===== config.mk =====
export PLATFORM = sky130hd
export DESIGN_NAME = level_huffman_stream_decoder_unit
export DESIGN_NICKNAME = d
export VERILOG_FILES = /design/src/rtl/lhsd_pkg.sv /design/src/rtl/lhsd_ram.sv /design/src/rtl/level_huffman_stream_decoder_unit.sv
export SDC_FILE = /design/constraint.sdc
export NUM_CORES = 2
export LEC_CHECK = 0
export ABC_CLOCK_PERIOD_IN_PS = 8550
export CAP_MARGIN = 20
export CORE_MARGIN = 3
export CORE_UTILIZATION = 57
export CTS_CLUSTER_SIZE = 25
export DETAILED_ROUTE_END_ITERATION = 10
export DONT_BUFFER_PORTS = 1
export PLACE_DENSITY = 0.74
export REMOVE_ABC_BUFFERS = 1
export SYNTH_ARGS = -nofsm -noshare
export SYNTH_HDL_FRONTEND = slang
export SYNTH_HIERARCHICAL = 1
export SYNTH_SLANG_ARGS = --single-unit

===== constraint.sdc =====
create_clock -name clk -period 8.55 [get_ports clk]
set_input_delay 0.855 -clock clk [delete_from_list [all_inputs] [get_ports clk]]
set_output_delay 0.855 -clock clk [all_outputs]
set_load 0.005 [all_outputs]

===== src/rtl/lhsd_pkg.sv =====
// ----------------------------------------------------------------------------
// lhsd_pkg
// Shared constants and types of the level Huffman stream decoder.
// ----------------------------------------------------------------------------
package lhsd_pkg;

  localparam int MAX_LEVELS_DEF   = 24;
  localparam int SYMBOL_SLOTS_DEF = 256;

  localparam logic [7:0] MAGIC_FIRST  = 8'o037;
  localparam logic [7:0] MAGIC_SECOND = 8'o036;

  localparam logic [2:0] KIND_SYMBOL      = 3'd0;
  localparam logic [2:0] KIND_OK          = 3'd1;
  localparam logic [2:0] KIND_BAD_MAGIC   = 3'd2;
  localparam logic [2:0] KIND_OLD_FORMAT  = 3'd3;
  localparam logic [2:0] KIND_BAD_LEVELS  = 3'd4;
  localparam logic [2:0] KIND_MANY_LEAVES = 3'd5;
  localparam logic [2:0] KIND_BAD_CODE    = 3'd6;
  localparam logic [2:0] KIND_MISMATCH    = 3'd7;

  typedef enum logic [3:0] {
    PH_MAGIC0,
    PH_MAGIC1,
    PH_SIZE,
    PH_LEVELS,
    PH_COUNTS,
    PH_LEAVES,
    PH_ENDLEAF,
    PH_DATA,
    PH_DONE
  } phase_t;

  typedef enum logic [2:0] {
    S_IDLE,
    S_ADV,
    S_BUILD,
    S_BIT,
    S_SYM,
    S_END,
    S_FLUSH
  } state_t;

endpackage


===== src/rtl/lhsd_ram.sv =====
// ----------------------------------------------------------------------------
// lhsd_ram
// Generic single write port RAM with one registered read port.
// ----------------------------------------------------------------------------
module lhsd_ram #(
  parameter int WIDTH = 8,
  parameter int DEPTH = 256
) (
  input  logic                                  clk,
  input  logic                                  we,
  input  logic [(DEPTH > 1 ? $clog2(DEPTH) : 1)-1:0] waddr,
  input  logic [WIDTH-1:0]                      wdata,
  input  logic                                  re,
  input  logic [(DEPTH > 1 ? $clog2(DEPTH) : 1)-1:0] raddr,
  output logic [WIDTH-1:0]                      rdata
);

  logic [WIDTH-1:0] mem [DEPTH];

  always_ff @(posedge clk) begin
    if (we) begin
      mem[waddr] <= wdata;
    end
    if (re) begin
      rdata <= mem[raddr];
    end
  end

endmodule


===== src/rtl/level_huffman_stream_decoder_unit.sv =====
// ----------------------------------------------------------------------------
// level_huffman_stream_decoder_unit
// Parses a packed Huffman header and decodes the code bits into bytes.
// ----------------------------------------------------------------------------
// header word: accept, end-of-input check and flush of the last result
// leaf count and leaf words: plus the level check state, which steps past each level completed
// last leaf word: plus the internal count pass over every level, from the deepest up
// data word: up to 8 tree steps, plus one symbol store read per symbol
// one word at a time; a full output register stalls the walk
// reset returns to the first magic byte; the symbol store is not cleared
module level_huffman_stream_decoder_unit #(
  parameter int MAX_LEVELS   = lhsd_pkg::MAX_LEVELS_DEF,
  parameter int SYMBOL_SLOTS = lhsd_pkg::SYMBOL_SLOTS_DEF
) (
  input  logic       clk,
  input  logic       rst,
  input  logic       in_valid,
  output logic       in_ready,
  input  logic [7:0] data_byte,
  input  logic       end_of_input,
  output logic       out_valid,
  input  logic       out_ready,
  output logic [2:0] kind,
  output logic [7:0] symbol,
  output logic       last
);

  localparam int LW = (MAX_LEVELS > 1) ? $clog2(MAX_LEVELS) : 1;
  localparam int AW = (SYMBOL_SLOTS > 1) ? $clog2(SYMBOL_SLOTS) : 1;

  lhsd_pkg::state_t state, state_next;
  lhsd_pkg::phase_t phase, phase_next;

  logic [4:0]  hdr_idx, hdr_idx_next;
  logic [31:0] original_size, original_size_next;
  logic [4:0]  level_total, level_total_next;
  logic [8:0]  end_position, end_position_next;
  logic [4:0]  decode_level, decode_level_next;
  logic [9:0]  partial_code, partial_code_next;
  logic [31:0] emitted_count, emitted_count_next;
  logic [2:0]  bit_cnt, bit_cnt_next;
  logic [4:0]  bld, bld_next;
  logic [9:0]  nchild, nchild_next;
  logic [7:0]  data_r;
  logic        eoi_r;

  logic        pend_valid, pend_valid_next;
  logic [2:0]  pend_kind, pend_kind_next;
  logic [7:0]  pend_sym, pend_sym_next;

  logic [8:0] leaf_counts [MAX_LEVELS];
  logic [8:0] internal_counts [MAX_LEVELS];
  logic [7:0] level_start [MAX_LEVELS];

  logic          lc_we, ic_we, ls_we;
  logic [LW-1:0] lc_wa, ic_wa, ls_wa;
  logic [8:0]    lc_wd, ic_wd;
  logic [7:0]    ls_wd;

  logic          ram_we, ram_re;
  logic [AW-1:0] ram_waddr, ram_raddr;
  logic [7:0]    ram_wdata, ram_rdata;

  logic       gen;
  logic [2:0] gen_kind;
  logic [7:0] gen_sym;
  logic       push, push_last;
  logic [2:0] push_kind;
  logic [7:0] push_sym;
  logic       out_free, slot_ok, accept;

  logic [4:0]  lvm1, hdr_inc;
  logic [9:0]  code, diff, half;
  logic [10:0] pos;
  logic [8:0]  ic_v, adv_span, bld_c;
  logic [7:0]  ls_v;
  logic        adv_go;

  assign out_free = !out_valid || out_ready;
  assign slot_ok  = !pend_valid || out_free;
  assign in_ready = (state == lhsd_pkg::S_IDLE);
  assign accept   = in_valid && in_ready;

  assign lvm1    = decode_level - 5'd1;
  assign hdr_inc = hdr_idx + 5'd1;
  assign code    = {partial_code[8:0], data_r[bit_cnt]};
  assign ic_v    = internal_counts[lvm1[LW-1:0]];
  assign ls_v    = level_start[lvm1[LW-1:0]];
  assign diff    = code - {1'b0, ic_v};
  assign pos     = {3'b000, ls_v} + {1'b0, diff};
  assign adv_span = end_position - {1'b0, level_start[hdr_idx[LW-1:0]]};
  assign adv_go  = (hdr_idx < level_total) && (adv_span >= leaf_counts[hdr_idx[LW-1:0]]);
  assign half    = nchild >> 1;
  assign bld_c   = leaf_counts[bld[LW-1:0]] + ((bld == level_total - 5'd1) ? 9'd2 : 9'd0);

  lhsd_ram #(
    .WIDTH (8),
    .DEPTH (SYMBOL_SLOTS)
  ) u_symbol_store (
    .clk   (clk),
    .we    (ram_we),
    .waddr (ram_waddr),
    .wdata (ram_wdata),
    .re    (ram_re),
    .raddr (ram_raddr),
    .rdata (ram_rdata)
  );

  always_comb begin
    state_next         = state;
    phase_next         = phase;
    hdr_idx_next       = hdr_idx;
    original_size_next = original_size;
    level_total_next   = level_total;
    end_position_next  = end_position;
    decode_level_next  = decode_level;
    partial_code_next  = partial_code;
    emitted_count_next = emitted_count;
    bit_cnt_next       = bit_cnt;
    bld_next           = bld;
    nchild_next        = nchild;
    lc_we = 1'b0; lc_wa = hdr_idx[LW-1:0]; lc_wd = {1'b0, data_byte};
    ic_we = 1'b0; ic_wa = bld[LW-1:0];     ic_wd = half[8:0];
    ls_we = 1'b0; ls_wa = '0;              ls_wd = '0;
    ram_we = 1'b0; ram_waddr = end_position[AW-1:0]; ram_wdata = data_byte;
    ram_re = 1'b0; ram_raddr = pos[AW-1:0];
    gen = 1'b0; gen_kind = lhsd_pkg::KIND_SYMBOL; gen_sym = 8'd0;
    push = 1'b0; push_last = 1'b0; push_kind = pend_kind; push_sym = pend_sym;
    pend_valid_next = pend_valid;
    pend_kind_next  = pend_kind;
    pend_sym_next   = pend_sym;

    unique case (state)
      lhsd_pkg::S_IDLE: begin
        if (accept) begin
          state_next = lhsd_pkg::S_END;
          unique case (phase)
            lhsd_pkg::PH_MAGIC0: begin
              if (data_byte != lhsd_pkg::MAGIC_FIRST) begin
                gen = 1'b1; gen_kind = lhsd_pkg::KIND_BAD_MAGIC;
                phase_next = lhsd_pkg::PH_DONE;
              end else begin
                phase_next = lhsd_pkg::PH_MAGIC1;
              end
            end
            lhsd_pkg::PH_MAGIC1: begin
              if (data_byte == lhsd_pkg::MAGIC_FIRST) begin
                gen = 1'b1; gen_kind = lhsd_pkg::KIND_OLD_FORMAT;
                phase_next = lhsd_pkg::PH_DONE;
              end else if (data_byte != lhsd_pkg::MAGIC_SECOND) begin
                gen = 1'b1; gen_kind = lhsd_pkg::KIND_BAD_MAGIC;
                phase_next = lhsd_pkg::PH_DONE;
              end else begin
                phase_next = lhsd_pkg::PH_SIZE;
                hdr_idx_next = 5'd0;
                original_size_next = 32'd0;
              end
            end
            lhsd_pkg::PH_SIZE: begin
              original_size_next = {original_size[23:0], data_byte};
              hdr_idx_next = hdr_inc;
              if (hdr_idx == 5'd3) begin
                phase_next = lhsd_pkg::PH_LEVELS;
              end
            end
            lhsd_pkg::PH_LEVELS: begin
              if (data_byte == 8'd0 || data_byte > 8'(MAX_LEVELS)) begin
                gen = 1'b1; gen_kind = lhsd_pkg::KIND_BAD_LEVELS;
                phase_next = lhsd_pkg::PH_DONE;
              end else begin
                level_total_next = data_byte[4:0];
                hdr_idx_next = 5'd0;
                phase_next = lhsd_pkg::PH_COUNTS;
              end
            end
            lhsd_pkg::PH_COUNTS: begin
              lc_we = 1'b1;
              hdr_idx_next = hdr_inc;
              if (hdr_inc >= level_total) begin
                hdr_idx_next = 5'd0;
                end_position_next = 9'd0;
                ls_we = 1'b1; ls_wa = '0; ls_wd = 8'd0;
                phase_next = lhsd_pkg::PH_LEAVES;
                state_next = lhsd_pkg::S_ADV;
              end
            end
            lhsd_pkg::PH_LEAVES: begin
              if (end_position >= 9'(SYMBOL_SLOTS - 1)) begin
                gen = 1'b1; gen_kind = lhsd_pkg::KIND_MANY_LEAVES;
                phase_next = lhsd_pkg::PH_DONE;
              end else begin
                ram_we = 1'b1;
                end_position_next = end_position + 9'd1;
                state_next = lhsd_pkg::S_ADV;
              end
            end
            lhsd_pkg::PH_ENDLEAF: begin
              ram_we = 1'b1;
              end_position_next = end_position + 9'd1;
              decode_level_next = 5'd1;
              partial_code_next = 10'd0;
              emitted_count_next = 32'd0;
              phase_next = lhsd_pkg::PH_DATA;
              bld_next = level_total - 5'd1;
              nchild_next = 10'd0;
              state_next = lhsd_pkg::S_BUILD;
            end
            lhsd_pkg::PH_DATA: begin
              bit_cnt_next = 3'd7;
              state_next = lhsd_pkg::S_BIT;
            end
            default: begin
            end
          endcase
        end
      end
      lhsd_pkg::S_ADV: begin
        if (adv_go) begin
          hdr_idx_next = hdr_inc;
          if (hdr_inc < level_total) begin
            ls_we = 1'b1; ls_wa = hdr_inc[LW-1:0]; ls_wd = end_position[7:0];
          end
        end else begin
          if (hdr_idx >= level_total) begin
            phase_next = lhsd_pkg::PH_ENDLEAF;
          end
          state_next = lhsd_pkg::S_END;
        end
      end
      lhsd_pkg::S_BUILD: begin
        ic_we = 1'b1;
        nchild_next = half + {1'b0, bld_c};
        if (bld == 5'd0) begin
          state_next = lhsd_pkg::S_END;
        end else begin
          bld_next = bld - 5'd1;
        end
      end
      lhsd_pkg::S_BIT: begin
        if (slot_ok) begin
          if (decode_level == 5'd0 || decode_level > level_total) begin
            gen = 1'b1; gen_kind = lhsd_pkg::KIND_BAD_CODE;
            phase_next = lhsd_pkg::PH_DONE;
            state_next = lhsd_pkg::S_END;
          end else if (code >= {1'b0, ic_v}) begin
            if (pos == {2'b00, end_position}) begin
              gen = 1'b1;
              gen_kind = (emitted_count == original_size) ?
                         lhsd_pkg::KIND_OK : lhsd_pkg::KIND_MISMATCH;
              phase_next = lhsd_pkg::PH_DONE;
              state_next = lhsd_pkg::S_END;
            end else if (pos > {2'b00, end_position}) begin
              gen = 1'b1; gen_kind = lhsd_pkg::KIND_BAD_CODE;
              phase_next = lhsd_pkg::PH_DONE;
              state_next = lhsd_pkg::S_END;
            end else begin
              ram_re = 1'b1;
              emitted_count_next = emitted_count + 32'd1;
              decode_level_next = 5'd1;
              partial_code_next = 10'd0;
              state_next = lhsd_pkg::S_SYM;
            end
          end else begin
            partial_code_next = code;
            decode_level_next = decode_level + 5'd1;
            if (bit_cnt == 3'd0) begin
              state_next = lhsd_pkg::S_END;
            end else begin
              bit_cnt_next = bit_cnt - 3'd1;
            end
          end
        end
      end
      lhsd_pkg::S_SYM: begin
        if (slot_ok) begin
          gen = 1'b1; gen_kind = lhsd_pkg::KIND_SYMBOL; gen_sym = ram_rdata;
          if (bit_cnt == 3'd0) begin
            state_next = lhsd_pkg::S_END;
          end else begin
            bit_cnt_next = bit_cnt - 3'd1;
            state_next = lhsd_pkg::S_BIT;
          end
        end
      end
      lhsd_pkg::S_END: begin
        if (slot_ok) begin
          if (eoi_r && phase != lhsd_pkg::PH_DONE) begin
            gen = 1'b1;
            if (phase == lhsd_pkg::PH_DATA) begin
              gen_kind = (original_size == 32'd0 && emitted_count == 32'd0) ?
                         lhsd_pkg::KIND_OK : lhsd_pkg::KIND_MISMATCH;
            end else begin
              gen_kind = lhsd_pkg::KIND_BAD_MAGIC;
            end
            phase_next = lhsd_pkg::PH_DONE;
          end
          state_next = lhsd_pkg::S_FLUSH;
        end
      end
      lhsd_pkg::S_FLUSH: begin
        if (!pend_valid) begin
          state_next = lhsd_pkg::S_IDLE;
        end else if (out_free) begin
          push = 1'b1; push_last = 1'b1;
          pend_valid_next = 1'b0;
          state_next = lhsd_pkg::S_IDLE;
        end
      end
      default: begin
        state_next = lhsd_pkg::S_IDLE;
      end
    endcase

    if (gen) begin
      if (pend_valid) begin
        push = 1'b1; push_last = 1'b0;
      end
      pend_valid_next = 1'b1;
      pend_kind_next  = gen_kind;
      pend_sym_next   = gen_sym;
    end
  end

  always_ff @(posedge clk) begin
    if (rst) begin
      state         <= lhsd_pkg::S_IDLE;
      phase         <= lhsd_pkg::PH_MAGIC0;
      hdr_idx       <= 5'd0;
      original_size <= 32'd0;
      level_total   <= 5'd0;
      end_position  <= 9'd0;
      decode_level  <= 5'd1;
      partial_code  <= 10'd0;
      emitted_count <= 32'd0;
      bit_cnt       <= 3'd0;
      bld           <= 5'd0;
      nchild        <= 10'd0;
      pend_valid    <= 1'b0;
      out_valid     <= 1'b0;
    end else begin
      state         <= state_next;
      phase         <= phase_next;
      hdr_idx       <= hdr_idx_next;
      original_size <= original_size_next;
      level_total   <= level_total_next;
      end_position  <= end_position_next;
      decode_level  <= decode_level_next;
      partial_code  <= partial_code_next;
      emitted_count <= emitted_count_next;
      bit_cnt       <= bit_cnt_next;
      bld           <= bld_next;
      nchild        <= nchild_next;
      pend_valid    <= pend_valid_next;
      if (push) begin
        out_valid <= 1'b1;
      end else if (out_ready) begin
        out_valid <= 1'b0;
      end
    end
  end

  always_ff @(posedge clk) begin
    if (accept) begin
      data_r <= data_byte;
      eoi_r  <= end_of_input;
    end
    pend_kind <= pend_kind_next;
    pend_sym  <= pend_sym_next;
    if (push) begin
      kind   <= push_kind;
      symbol <= push_sym;
      last   <= push_last;
    end
    if (lc_we) begin
      leaf_counts[lc_wa] <= lc_wd;
    end
    if (ic_we) begin
      internal_counts[ic_wa] <= ic_wd;
    end
    if (ls_we) begin
      level_start[ls_wa] <= ls_wd;
    end
  end

`ifndef NO_ASSERTIONS
  a_done_sticks: assert property (@(posedge clk) disable iff (rst)
    phase == lhsd_pkg::PH_DONE |=> phase == lhsd_pkg::PH_DONE)
    else $error("finished stream left the done phase");

  a_finish_is_last: assert property (@(posedge clk) disable iff (rst)
    out_valid && kind != lhsd_pkg::KIND_SYMBOL |-> last)
    else $error("status word not marked last");

  a_walk_in_data: assert property (@(posedge clk) disable iff (rst)
    state == lhsd_pkg::S_BIT || state == lhsd_pkg::S_SYM |->
      phase == lhsd_pkg::PH_DATA)
    else $error("tree walk outside data phase");

  a_no_push_blocked: assert property (@(posedge clk) disable iff (rst)
    push |-> out_free)
    else $error("result pushed into a full output register");
`endif

endmodule


==> out/results.ini <==
[outcome]
status = complete, no violations

[placement]
placed_cells = 8637
placed_area_mm2 = 0.119
dp_hpwl_um = 172000
finalWeightedCongestion = 0.908
port_buffers = 0

[sta]
max_slew_margin_pct = 16.6
final_hold_viol_count = 0
rsz0062_at_grt = false
whs_ns = 0.0558
finalCritPeriodShare_pct = 91.4
worstMarginPinSlew_ns = 1.25
timing.fmax_mhz = 128
slew_viol_final = 0
finClkSkew_ns = 0.0796
min_period_ns = 7.82
final-setup-viol-count = 0

[cts]
cts_made_buffers = 296
h-tree-depth = 5
cts_setup_buffers = 0
cts-root-buf = clkbuf_16
cts.sinks = 2821
cts_max_path_buffers = 4
clk_pin_slew_ns = 0.06
tritoncts = built
clk_latency_ns = 0.93

[power_and_ir_drop]
power_density_mw_per_mm2 = 375
power.switching_mw = 17.5
p_seq_share_pct = 32.2
p_int_mw = 30.7
combPwrFrac_pct = 42.5
leakagePower_nw = 40.1
p_sw_share_pct = 36.3
pwr-share-clk_pct = 25.3
ir_worst_vdd_v = 0.000546
power_mw = 48.2

[layout]
drive_gt1_share_pct = 21.1
final_cells = 9172
final_nets = 6382
fin_area_mm2 = 0.129
areaGrowthSynthToFinish_pct = 10.5
post-route-util_pct = 63.5

[floorplan]
coreArea_mm2 = 0.203
die_height_um = 458
start_util_pct = 57.4
die_area_mm2 = 0.210
rows = 165
ios = 27
fp.dieW_um = 458

[yosys]
yosys.area.top_type = edfxtp_1
synth_cell_type_count = 96
synth_edf_count = 2688
syn_inst = 6186
yosysSeqAreaShare_pct = 71.7
synth_top_area_share_pct = 69.4
avgSynthCellArea_um2 = 18.8
ys_async_sr_fraction_pct = 0
ys_seq_elements = 2821
ys_warn_count = 6
yosys-top-cells-area = edfxtp_1 (69%), mux4_2 (14%), dfxtp_1 (2.3%)
synth_ff_type = edfxtp_1
syn_area_mm2 = 0.116

[grt]
grt_max_degree = 289
grt-ovfl-total = 0
gr-usage-all-layers_pct = 27.7
grt_pass1_wl_um = 426000
antenna_found_initial = 7
grt_pass1_vias = 62200

[route]
post-route-drc-count = 0
detail_route.iter0.violations = 8011
vias = 62600
wire_per_inst_um = 31.5
antenna_left = 0
drtPass1Iterations = 7
drt_wl_total_um = 289000
viasPerCell = 6.82

[critical_path]
critPathMaxFanout = 25
arrival_ns = 8.47
cp.required_ns = 9.21
end_kind = register
worstSetupPathType = reg2reg
critPathLaunchType = register

[run]
max_cap_violations = 0

[hold_path]
min_path_type = in2reg

[final timing paths]
| kind | start | to | slack (ns) | cells past startpoint |
|---|---|---|---|---|
| worst max register to register | decode_level[1] | u_symbol_store/rdata[5] | 0.73 | 21 |
| worst max-delay path | decode_level[1] | u_symbol_store/rdata[5] | 0.73 | 21 |
| worst min-delay path | data_byte[7] | u_symbol_store/mem[230][7] | 0.06 | 0 |
| worst min register to register | pend_kind[2] | kind[2] | 0.41 | 0 |
[layout make-up]
class / count / area (um2)
Sequential cell: 2821 / 83400
Fill cell: 13200 / 73900
Multi-Input combinational cell: 2938 / 30900
Clock buffer: 360 / 7860
Tap cell: 2672 / 3340
Timing Repair Buffer: 160 / 1530
Clock inverter: 154 / 1270
Inverter: 61 / 229
Antenna cell: 6 / 15.0
[sequential cells by signal, indices dropped and copies added (netlist names), 9 cells and up, named ones only]
register            cells
internal_counts       216
partial_code            9
emitted_count          32
level_start           192
u_symbol_store/mem   2048
end_position            9
leaf_counts           192
original_size          32
nchild                  9
[critical path, stage by stage, from the launching register on]
cell	delay, ns
dfxtp_1	0.43
inv_1	0.12
ha_4	0.53
mux4_2	0.39
mux4_2	0.50
nand2_1	0.09
o21ai_0	0.12
ha_1	0.26
fa_1	0.43
xnor2_1	0.16
ha_1	0.45
a21oi_1	0.16
xnor2_2	0.92
buf_4	0.47
nor2b_4	0.37
buf_4	0.45
a22oi_1	0.17
a21oi_1	0.58
nor4_2	0.12
buf_4	0.19
buf_4	0.14
nor4_1	0.43
[cells in the final DEF, fill, tap and decap left out, types with 110 or more instances in the layout]
cell type,netlist,final
nand2_1,194,193
mux2i_1,201,201
a22oi_1,139,139
nor2_1,443,440
dfxtp_1,133,127
mux4_2,739,739
a21oi_1,223,222
clkbuf_16,0,305
edfxtp_1,2688,2688
nand3_1,113,110
buf_4,31,123
[power by group through the flow]
stage	logic, mW	clock network [mW]	registers [mW]
global placement	19.8	0	15.8
CTS	20.1	12.4	15.5
finish	20.5	12.2	15.5
global route	21.2	12.9	15.5
detailed placement	19.9	0	15.8
floorplan	8.94	0	15.8
[synthesized netlist by cell type, drive strengths merged (72+ instances only)]
library cell / instances
a21oi: 223
a22oi: 139
buf: 170
clkbuf: 196
dfxtp: 133
edfxtp: 2688
ha: 87
mux2i: 201
mux4: 741
nand2: 194
nand3: 113
nor2: 443
o21ai: 93
xnor2: 72
[metal layers]
layer	wire length (um)	track usage (%)	vias to the layer above	share of wire (%)
li1	-	-	25600	-
met1	106000	38.3	32600	37
met2	139000	43.6	3714	48
met3	30600	5.86	697	11
met4	13400	11.4	2	4.6
met5	13	0	-	0.0045
[cell families (layout without fill, tap and decap cells)]
family	count (synthesis)	in the layout	synth area share, %
other cells	0	6	0
mux	944	944	16.1
flops	2821	2821	71.7
fa+ha+maj	91	91	1.00
simple gates	1090	1090	4.37
compound gates	716	716	4.20
buf+inv	427	735	1.92
xor+xnor	97	97	0.737
[metrics by stage]
step	setup WS, ns	TNS [ns]
after floorplan	-24.02	-2131.21
after global placement	0.589	0
after detailed placement	0.817	0
after CTS	0.804	0
after global routing	0.630	0
final	0.735	0
[what timing repair did]
action                                  CTS  global route
resized for setup                         0             0
hold buffers                              1             1
hold endpoints to repair                  1             2
endpoints found under the setup margin    0             0
Note: power is estimated with default switching activity, not from simulation.
